**src/rtl/spta_pkg.sv**
```systemverilog
// ----------------------------------------------------------------------------
// Sparse polynomial term accumulator package
// Sizes, codes and transaction types shared by the accumulator modules.
// ----------------------------------------------------------------------------
package spta_pkg;

  localparam int MAX_TERMS   = 32;
  localparam int IDX_W       = $clog2(MAX_TERMS);
  localparam int CNT_W       = $clog2(MAX_TERMS + 1);
  localparam int EXP_IN_W    = 15;
  localparam int EXP_W       = 16;
  localparam int COEFF_W     = 32;
  localparam int TCOUNT_W    = 6;
  localparam int QUEUE_DEPTH = 2;
  localparam int QPTR_W      = $clog2(QUEUE_DEPTH);
  localparam int QCNT_W      = $clog2(QUEUE_DEPTH + 1);

  typedef enum logic [1:0] {
    OP_CLEAR    = 2'd0,
    OP_ADD_TERM = 2'd1,
    OP_ADD_PROD = 2'd2,
    OP_DUMP     = 2'd3
  } op_t;

  typedef enum logic [1:0] {
    ST_OK    = 2'd0,
    ST_FULL  = 2'd1,
    ST_EMPTY = 2'd2
  } status_t;

  typedef struct packed {
    op_t                        operation;
    logic [EXP_IN_W-1:0]        exp_a;
    logic signed [COEFF_W-1:0]  coeff_a;
    logic [EXP_IN_W-1:0]        exp_b;
    logic signed [COEFF_W-1:0]  coeff_b;
  } term_req_t;

  typedef struct packed {
    logic [EXP_W-1:0]           out_exp;
    logic signed [COEFF_W-1:0]  out_coeff;
    logic [TCOUNT_W-1:0]        term_count;
    status_t                    status;
    logic                       last;
  } term_rsp_t;

  // Classified operation handed from the front end to the table engine.
  typedef struct packed {
    op_t                op;
    logic [EXP_W-1:0]   exp;
    logic [COEFF_W-1:0] coeff;
  } job_t;

  typedef struct packed {
    logic [EXP_W-1:0]   exp;
    logic [COEFF_W-1:0] coeff;
  } entry_t;

  typedef enum logic [2:0] {
    BK_IDLE,
    BK_SEARCH,
    BK_PLACE,
    BK_SHIFT,
    BK_PUT,
    BK_DUMP,
    BK_RESP
  } back_state_t;

endpackage

```
**src/rtl/spta_queue.sv**
```systemverilog
// ----------------------------------------------------------------------------
// Job queue
// Small FIFO that decouples the front end from the table engine.
// ----------------------------------------------------------------------------
module spta_queue (
  input  logic              clk,
  input  logic              rst,
  input  logic              push,
  input  spta_pkg::job_t    push_job,
  output logic              full,
  input  logic              pop,
  output logic              pop_valid,
  output spta_pkg::job_t    pop_job
);

  spta_pkg::job_t                entries [spta_pkg::QUEUE_DEPTH];
  logic [spta_pkg::QPTR_W-1:0]   wr_ptr;
  logic [spta_pkg::QPTR_W-1:0]   rd_ptr;
  logic [spta_pkg::QCNT_W-1:0]   fill;

  logic do_push;
  logic do_pop;

  assign full      = (fill == spta_pkg::QCNT_W'(spta_pkg::QUEUE_DEPTH));
  assign pop_valid = (fill != '0);
  assign pop_job   = entries[rd_ptr];
  assign do_push   = push && !full;
  assign do_pop    = pop && pop_valid;

  always_ff @(posedge clk) begin
    if (rst) begin
      wr_ptr <= '0;
      rd_ptr <= '0;
      fill   <= '0;
    end else begin
      if (do_push) begin
        wr_ptr <= wr_ptr + spta_pkg::QPTR_W'(1);
      end
      if (do_pop) begin
        rd_ptr <= rd_ptr + spta_pkg::QPTR_W'(1);
      end
      case ({do_push, do_pop})
        2'b10:   fill <= fill + spta_pkg::QCNT_W'(1);
        2'b01:   fill <= fill - spta_pkg::QCNT_W'(1);
        default: fill <= fill;
      endcase
    end
  end

  always_ff @(posedge clk) begin
    if (do_push) begin
      entries[wr_ptr] <= push_job;
    end
  end

endmodule

```
**src/rtl/spta_front.sv**
```systemverilog
// ----------------------------------------------------------------------------
// Front end
// Accepts requests, forms the term to insert and registers it for the queue.
// ----------------------------------------------------------------------------
module spta_front (
  input  logic                  clk,
  input  logic                  rst,
  input  logic                  cmd_valid,
  output logic                  cmd_stall,
  input  spta_pkg::term_req_t   cmd,
  output logic                  push,
  output spta_pkg::job_t        push_job,
  input  logic                  queue_full
);

  logic                          held;
  spta_pkg::job_t                job;
  spta_pkg::job_t                job_next;
  logic [spta_pkg::COEFF_W-1:0]  prod;
  logic                          accept;

  // Low word of the product is the same for signed and unsigned operands.
  assign prod = spta_pkg::COEFF_W'(cmd.coeff_a * cmd.coeff_b);

  always_comb begin
    job_next.op = cmd.operation;
    if (cmd.operation == spta_pkg::OP_ADD_PROD) begin
      job_next.exp   = spta_pkg::EXP_W'(cmd.exp_a) + spta_pkg::EXP_W'(cmd.exp_b);
      job_next.coeff = prod;
    end else begin
      job_next.exp   = spta_pkg::EXP_W'(cmd.exp_a);
      job_next.coeff = cmd.coeff_a;
    end
  end

  assign cmd_stall = held && queue_full;
  assign accept    = cmd_valid && !cmd_stall;
  assign push      = held;
  assign push_job  = job;

  always_ff @(posedge clk) begin
    if (rst) begin
      held <= 1'b0;
    end else if (accept) begin
      held <= 1'b1;
    end else if (!queue_full) begin
      held <= 1'b0;
    end
  end

  always_ff @(posedge clk) begin
    if (accept) begin
      job <= job_next;
    end
  end

endmodule

```
**src/rtl/spta_back.sv**
```systemverilog
// ----------------------------------------------------------------------------
// Table engine
// Runs jobs against the sorted term memory and drives the result register.
// ----------------------------------------------------------------------------
module spta_back (
  input  logic                  clk,
  input  logic                  rst,
  input  logic                  job_valid,
  input  spta_pkg::job_t        job_in,
  output logic                  job_pop,
  output logic                  res_valid,
  input  logic                  res_stall,
  output spta_pkg::term_rsp_t   res
);

  localparam int IW = spta_pkg::IDX_W;
  localparam int CW = spta_pkg::CNT_W;

  spta_pkg::entry_t  mem [spta_pkg::MAX_TERMS];
  spta_pkg::entry_t  rdata;
  logic              mem_we;
  logic [IW-1:0]     mem_waddr;
  spta_pkg::entry_t  mem_wdata;
  logic              mem_re;
  logic [IW-1:0]     mem_raddr;

  spta_pkg::back_state_t        state, state_next;
  logic [CW-1:0]                count, count_next;
  logic [CW-1:0]                pos, pos_next;
  logic [IW-1:0]                idx, idx_next;
  logic [IW-1:0]                j, j_next;
  logic [spta_pkg::EXP_W-1:0]   jexp, jexp_next;
  logic [spta_pkg::COEFF_W-1:0] jcoeff, jcoeff_next;
  spta_pkg::status_t            status, status_next;

  logic                 out_free;
  logic                 out_load;
  spta_pkg::term_rsp_t  out_next;

  assign out_free = !res_valid || !res_stall;

  always_ff @(posedge clk) begin
    if (mem_we) begin
      mem[mem_waddr] <= mem_wdata;
    end
    if (mem_re) begin
      rdata <= mem[mem_raddr];
    end
  end

  always_ff @(posedge clk) begin
    if (rst) begin
      state <= spta_pkg::BK_IDLE;
      count <= '0;
    end else begin
      state <= state_next;
      count <= count_next;
    end
  end

  always_ff @(posedge clk) begin
    pos    <= pos_next;
    idx    <= idx_next;
    j      <= j_next;
    jexp   <= jexp_next;
    jcoeff <= jcoeff_next;
    status <= status_next;
  end

  always_ff @(posedge clk) begin
    if (rst) begin
      res_valid <= 1'b0;
    end else if (out_load) begin
      res_valid <= 1'b1;
    end else if (!res_stall) begin
      res_valid <= 1'b0;
    end
  end

  always_ff @(posedge clk) begin
    if (out_load) begin
      res <= out_next;
    end
  end

  always_comb begin
    state_next  = state;
    count_next  = count;
    pos_next    = pos;
    idx_next    = idx;
    j_next      = j;
    jexp_next   = jexp;
    jcoeff_next = jcoeff;
    status_next = status;
    job_pop     = 1'b0;
    mem_we      = 1'b0;
    mem_waddr   = '0;
    mem_wdata   = rdata;
    mem_re      = 1'b0;
    mem_raddr   = '0;
    out_load    = 1'b0;
    out_next.out_exp    = '0;
    out_next.out_coeff  = '0;
    out_next.term_count = spta_pkg::TCOUNT_W'(count);
    out_next.status     = status;
    out_next.last       = 1'b1;

    case (state)
      spta_pkg::BK_IDLE: begin
        if (job_valid) begin
          job_pop     = 1'b1;
          jexp_next   = job_in.exp;
          jcoeff_next = job_in.coeff;
          status_next = spta_pkg::ST_OK;
          pos_next    = '0;
          idx_next    = '0;
          case (job_in.op)
            spta_pkg::OP_CLEAR: begin
              count_next = '0;
              state_next = spta_pkg::BK_RESP;
            end
            spta_pkg::OP_DUMP: begin
              if (count == '0) begin
                status_next = spta_pkg::ST_EMPTY;
                state_next  = spta_pkg::BK_RESP;
              end else begin
                mem_re     = 1'b1;
                state_next = spta_pkg::BK_DUMP;
              end
            end
            default: begin
              if (count == '0) begin
                state_next = spta_pkg::BK_PUT;
              end else begin
                mem_re     = 1'b1;
                state_next = spta_pkg::BK_SEARCH;
              end
            end
          endcase
        end
      end

      // rdata holds the entry at pos.
      spta_pkg::BK_SEARCH: begin
        if (rdata.exp == jexp) begin
          mem_we          = 1'b1;
          mem_waddr       = pos[IW-1:0];
          mem_wdata.exp   = rdata.exp;
          mem_wdata.coeff = rdata.coeff + jcoeff;
          state_next      = spta_pkg::BK_RESP;
        end else if (rdata.exp > jexp) begin
          pos_next = pos + CW'(1);
          if (pos + CW'(1) < count) begin
            mem_re    = 1'b1;
            mem_raddr = IW'(pos + CW'(1));
          end else begin
            state_next = spta_pkg::BK_PLACE;
          end
        end else begin
          state_next = spta_pkg::BK_PLACE;
        end
      end

      spta_pkg::BK_PLACE: begin
        if (count == CW'(spta_pkg::MAX_TERMS)) begin
          status_next = spta_pkg::ST_FULL;
          state_next  = spta_pkg::BK_RESP;
        end else if (count > pos) begin
          mem_re     = 1'b1;
          mem_raddr  = IW'(count - CW'(1));
          j_next     = IW'(count);
          state_next = spta_pkg::BK_SHIFT;
        end else begin
          state_next = spta_pkg::BK_PUT;
        end
      end

      // Move entry j-1 up to j, reading the next one down in the same cycle.
      spta_pkg::BK_SHIFT: begin
        mem_we    = 1'b1;
        mem_waddr = j;
        mem_wdata = rdata;
        j_next    = j - IW'(1);
        if (CW'(j) > pos + CW'(1)) begin
          mem_re    = 1'b1;
          mem_raddr = j - IW'(2);
        end else begin
          state_next = spta_pkg::BK_PUT;
        end
      end

      spta_pkg::BK_PUT: begin
        mem_we          = 1'b1;
        mem_waddr       = pos[IW-1:0];
        mem_wdata.exp   = jexp;
        mem_wdata.coeff = jcoeff;
        count_next      = count + CW'(1);
        state_next      = spta_pkg::BK_RESP;
      end

      spta_pkg::BK_DUMP: begin
        if (out_free) begin
          out_load           = 1'b1;
          out_next.out_exp   = rdata.exp;
          out_next.out_coeff = rdata.coeff;
          out_next.status    = spta_pkg::ST_OK;
          out_next.last      = (CW'(idx) + CW'(1) == count);
          if (CW'(idx) + CW'(1) == count) begin
            state_next = spta_pkg::BK_IDLE;
          end else begin
            mem_re    = 1'b1;
            mem_raddr = idx + IW'(1);
            idx_next  = idx + IW'(1);
          end
        end
      end

      spta_pkg::BK_RESP: begin
        if (out_free) begin
          out_load   = 1'b1;
          state_next = spta_pkg::BK_IDLE;
        end
      end

      default: begin
        state_next = spta_pkg::BK_IDLE;
      end
    endcase
  end

endmodule

```
**src/rtl/sparse_polynomial_term_accumulator_top.sv**
```systemverilog
// ----------------------------------------------------------------------------
// Sparse polynomial term accumulator
// Sorted term table with clear, add term, add product and dump operations.
// ----------------------------------------------------------------------------
// The block holds up to MAX_TERMS terms (exponent, coefficient) sorted by
// strictly descending exponent in a single-port-write, registered-read term
// memory. Each request on the cmd channel is one transaction; clear, add term
// and add product each return one result transaction with last set, and a
// dump returns one result per stored term (last on the final one) or a
// single empty status result. Coefficients wrap to 32 bits and zero
// coefficients stay in the table; a new exponent that finds the table full is
// dropped with status full, while a matching exponent still combines.
// Timing: the front end takes a request per cycle while the two-entry queue
// has room, so requests are taken while the table engine is busy. The engine
// handles one job at a time, stepping the term memory one entry per cycle (a
// dump only while the result side does not stall): an add that stores a new
// exponent searches down to its sorted position, shifts the entries below it
// and then writes the new entry; an add that combines updates the matching
// entry once the search reaches it, and a drop on a full table ends after the
// search; a clear or empty dump goes straight to its result. The memory port
// is used once per cycle by the search, shift and dump sequences. No clearing
// pass is run after reset: only entries below the term count are ever read.
// ----------------------------------------------------------------------------
module sparse_polynomial_term_accumulator_top (
  input  logic                  clk,
  input  logic                  rst,
  input  logic                  cmd_valid,
  output logic                  cmd_stall,
  input  spta_pkg::term_req_t   cmd,
  output logic                  res_valid,
  input  logic                  res_stall,
  output spta_pkg::term_rsp_t   res
);

  logic            push;
  spta_pkg::job_t  push_job;
  logic            queue_full;
  logic            job_valid;
  logic            job_pop;
  spta_pkg::job_t  job;

  // Classify the request and form the exponent and coefficient to insert.
  spta_front u_front (
    .clk        (clk),
    .rst        (rst),
    .cmd_valid  (cmd_valid),
    .cmd_stall  (cmd_stall),
    .cmd        (cmd),
    .push       (push),
    .push_job   (push_job),
    .queue_full (queue_full)
  );

  // Hold pending jobs so the front end keeps taking requests.
  spta_queue u_queue (
    .clk       (clk),
    .rst       (rst),
    .push      (push),
    .push_job  (push_job),
    .full      (queue_full),
    .pop       (job_pop),
    .pop_valid (job_valid),
    .pop_job   (job)
  );

  // Walk the term memory and drive the result register.
  spta_back u_back (
    .clk       (clk),
    .rst       (rst),
    .job_valid (job_valid),
    .job_in    (job),
    .job_pop   (job_pop),
    .res_valid (res_valid),
    .res_stall (res_stall),
    .res       (res)
  );

endmodule

```
**config.mk**
```make
export PLATFORM = sky130hd
export DESIGN_NAME = sparse_polynomial_term_accumulator_top
export DESIGN_NICKNAME = d
export VERILOG_FILES = /design/src/rtl/spta_pkg.sv /design/src/rtl/spta_queue.sv /design/src/rtl/spta_front.sv /design/src/rtl/spta_back.sv /design/src/rtl/sparse_polynomial_term_accumulator_top.sv
export SDC_FILE = /design/constraint.sdc
export NUM_CORES = 2
export LEC_CHECK = 0
export BUFFER_PORTS_ARGS = -buffer_cell sky130_fd_sc_hd__clkbuf_2
export CORE_ASPECT_RATIO = 0.75
export CORE_UTILIZATION = 25
export CTS_CLUSTER_SIZE = 16
export DETAILED_ROUTE_END_ITERATION = 8
export SLEW_MARGIN = 20
export SYNTH_ARGS = -nofsm -noshare
export SYNTH_HDL_FRONTEND = slang
export SYNTH_SLANG_ARGS = --single-unit
```
**constraint.sdc**
```tcl
create_clock -name clk -period 13.7 [get_ports clk]
set_input_delay 2.74 -clock clk [delete_from_list [all_inputs] [get_ports clk]]
set_output_delay 2.74 -clock clk [all_outputs]
set_load 0.02 [all_outputs]
```
==> summary.md <==
| Metric | Value |
|---|---|
| Status | finished clean |
| Max Root-Sink Buffers | 4 |
| Post-Syn Area | between 90000 and 100000 µm² |
| Initial antenna violation count | 5 |
| Post-CTS setup buffer count | 0 |
| Slew headroom | ~18% |
| CP required | 14.22 ns |
| Largest net degree at the start of global routing | 151 |
| Initial Utilization | between 20% and 30% |
| DR DRC count | 0 |
| Port Buf Inserts | between 150 and 200 |
| Gp weighted congestion | 0.886 |
| Post-Syn Nets | slightly above 8000 |
| I/O pin total | between 150 and 200 |
| GR peak layer | met2 |
| Mean routed wirelength per cell | roughly 23 µm |
| Setup crit end kind | register |
| Most numerous cell in the Yosys netlist | edfxtp_1 |
| Core area | approximately 370000 µm² |
| Final #Nets | slightly above 8000 |
| GR Overflow Total | 0 |
| Setup_tns | 0 ns |
| Routed Antenna Nets | 0 |
| Design area | roughly 100000 µm² |
| Post-place instance area | roughly 99000 µm² |
| Synth Flop Type | edfxtp_1 |
| Startpoint types | input port |
| Worst-path clk slew | 0.06 ns |
| Worst Tran Pin Value | between 1 and 1.5 ns |
| Area grow syn2layout | 13.2% |
| Power Dens Cells | between 200 and 250 nW/µm² |
| Yosys top cell area share | 60.3% |
| Hold_buf cts | 0 |
| Sink Count | between 1500 and 2000 |
| WHS | between 0.4 and 0.5 ns |
| Part of the cycle the worst path needs | between 60% and 70% |
| Worst hold path class | reg2reg |
| RSZ-0062 raised after global routing | no |
| First-pass GRT wire length | about 410 mm |
| Fmax | 0.105 GHz |
| Final hold vios | 0 |
| GRT met2 Usage | around 22% |
| Tot Pwr | 25.7 mW |
| Post-layout min period | 9.52 ns |
| Yosys top cell by area | edfxtp_1 |
| Max IR drop VDD | 0.000712 V |
| Worst-skew pair later-pin latency | around 0.86 ns |
| Total of max-cap violations | 0 |
| Arr. time, crit path | roughly 10 ns |
| Die Wd | 704 µm |
| Vias in the first global route | 57300 |
| Register bit count reported by yosys | roughly 1900 |
| CP Class | in2reg |
| Async SR Flop Fraction | 0% |
| Total track usage | between 10 and 15% |
| Max-slew violations | 0 |
| Grt met3 use | roughly 2.9% |
| Leakage power | between 30 and 40 nW |
| Crit-path max FO | 30 |
| Endpoints failing setup | 0 |
| Fillers | roughly 37000 |
| Ys Warns | 0 |
| Die height | roughly 530 µm |
| DRT Pass-1 Iters | 6 |
| Layout cells sized above 1 | 9.28% |
| Met1 Use GR | around 22% |
| Iter 0 DRT Violations | 7903 |
| CTS Buf Count | 180 |
| Unique masters post-synth | 85 |
| # H-tree levels | 4 |
| Post-synth EDFFs | around 1900 |
| Post-DP HPWL | ~160 mm |
| Syn Area/Cell | ~13 µm² |
| CTS tree | done |
| DR vias | around 60000 |
| Top cells by area, synth | edfxtp_1 60%, fa_1 8.9%, nand2_1 5.8%, ha_1 3.2%, and2_1 2.6% |
| Sequential fraction of the synthesis area | roughly three fifths |
| CTS root buffer | clkbuf_16 |
| Final setup skew | around 0.065 ns |
| PostCTS Resize Cnt | 0 |
| Synth Instances | about 7300 |
| Top cells by count, synth | 1857 x edfxtp_1, 1436 x nand2_1, 487 x inv_1, 436 x nand3_1, 410 x fa_1 |
| Total wire length | ~280 mm |
| Vias/cell | 4.86 |
| Die area | 373000 µm² |
| Number of core rows | 193 |
## worst max-delay path, stage by stage
cell      delay (ns)
clkbuf_2        0.49
and2_1          0.40
fa_1            0.51
fa_1            0.49
inv_1           0.05
fa_1            0.46
fa_1            0.56
inv_1           0.05
fa_1            0.50
fa_1            0.58
fa_1            0.43
fa_1            0.44
ha_1            0.35
a21o_1          0.21
a21o_1          0.19
a21o_1          0.19
a221o_1         0.36
a31oi_1         0.22
a21boi_0        0.15
o21ai_0         0.28
a21oi_1         0.13
xnor2_1         0.14
o21ai_0         0.08
## kinds of logic after synthesis
family | share of synthesized area, %
xor+xnor | 1.36
simple gates | 13.3
compound gates | 6.86
flops | 60.6
fa+ha+maj | 12.1
buf+inv | 3.99
mux | 1.71
## flip-flops by register name (all words and copies together), names as in the netlist, named ones only
signal,count
u_back.mem,1536
u_queue.entries,100
u_back.res,57
u_front.push_job,50
u_back.rdata,48
u_back.jcoeff,32
u_back.jexp,16
u_back.count,6
u_back.pos,6
u_back.idx,5
u_back.j,5
u_back.state,3
u_back.status,2
u_queue.fill,2
u_back.res_valid,1
u_front.push,1
u_queue.rd_ptr,1
u_queue.wr_ptr,1
## layout make-up
class / count / area [µm²] / share of cell area [%]
Antenna cell: 3 / 7.51 / 0.00716
Timing Repair Buffer: 296 / 1910 / 1.82
Clock buffer: 228 / 4790 / 4.57
Multi-Input combinational cell: 4556 / 33500 / 32.0
Tap cell: 4875 / 6100 / 5.82
Sequential cell: 1873 / 56100 / 53.5
Inverter: 487 / 1830 / 1.74
Clock inverter: 80 / 566 / 0.540
## cell usage in the layout, fill, tap and decap left out, types with 47 or more instances in the layout
cell / instances
mux2_2: 51
edfxtp_1: 1857
a31oi_1: 136
a211oi_1: 108
nor2_1: 86
clkbuf_16: 185
nand3_1: 434
nand4_1: 68
fa_1: 410
clkbuf_2: 158
a32oi_1: 49
inv_1: 486
and3_1: 130
xor2_1: 47
nand2_1: 1433
mux2i_1: 101
buf_4: 131
xnor2_1: 97
and2_1: 384
a2111oi_0: 74
a21oi_1: 198
o21ai_0: 93
ha_1: 239
## power breakdown
group,switching (mW),internal [mW],leakage [nW],total (mW)
Clock,2.17,2.58,2.62,4.76
Combinational,7.86,4.96,18.2,12.8
Sequential,0.261,7.87,17.0,8.13
## per-stage QoR
step / util, % / setup WS, ns / std cells
2_1_floorplan: - / 4.24 / 7347
3_3_place_gp: 26.9 / 3.48 / 12100
3_5_place_dp: 27.0 / 3.45 / 12100
4_1_cts: 28.4 / 4.31 / 12400
5_1_grt: 28.4 / 3.83 / 12400
6_report: 28.4 / 4.18 / 12400
## per-layer routing
metal / vias to the layer above / wire (µm)
li1: 26200 / -
met1: 30700 / 126000
met2: 2985 / 122000
met3: 365 / 28800
met4: 4 / 6090
met5: - / 27
## worst paths after layout
path	from	endpoint	slack, ns	depth (start not counted)
worst max-delay path	cmd[2]	u_front.push_job[31]	4.18	23
worst min-delay path	u_front.push_job[27]	u_queue.entries[1][27]	0.44	0
worst max register to register	u_back.pos[0]	u_back.rdata[33]	6.38	17
worst min register to register	u_front.push_job[27]	u_queue.entries[1][27]	0.44	0
Note: power is estimated with default switching activity, not from simulation.
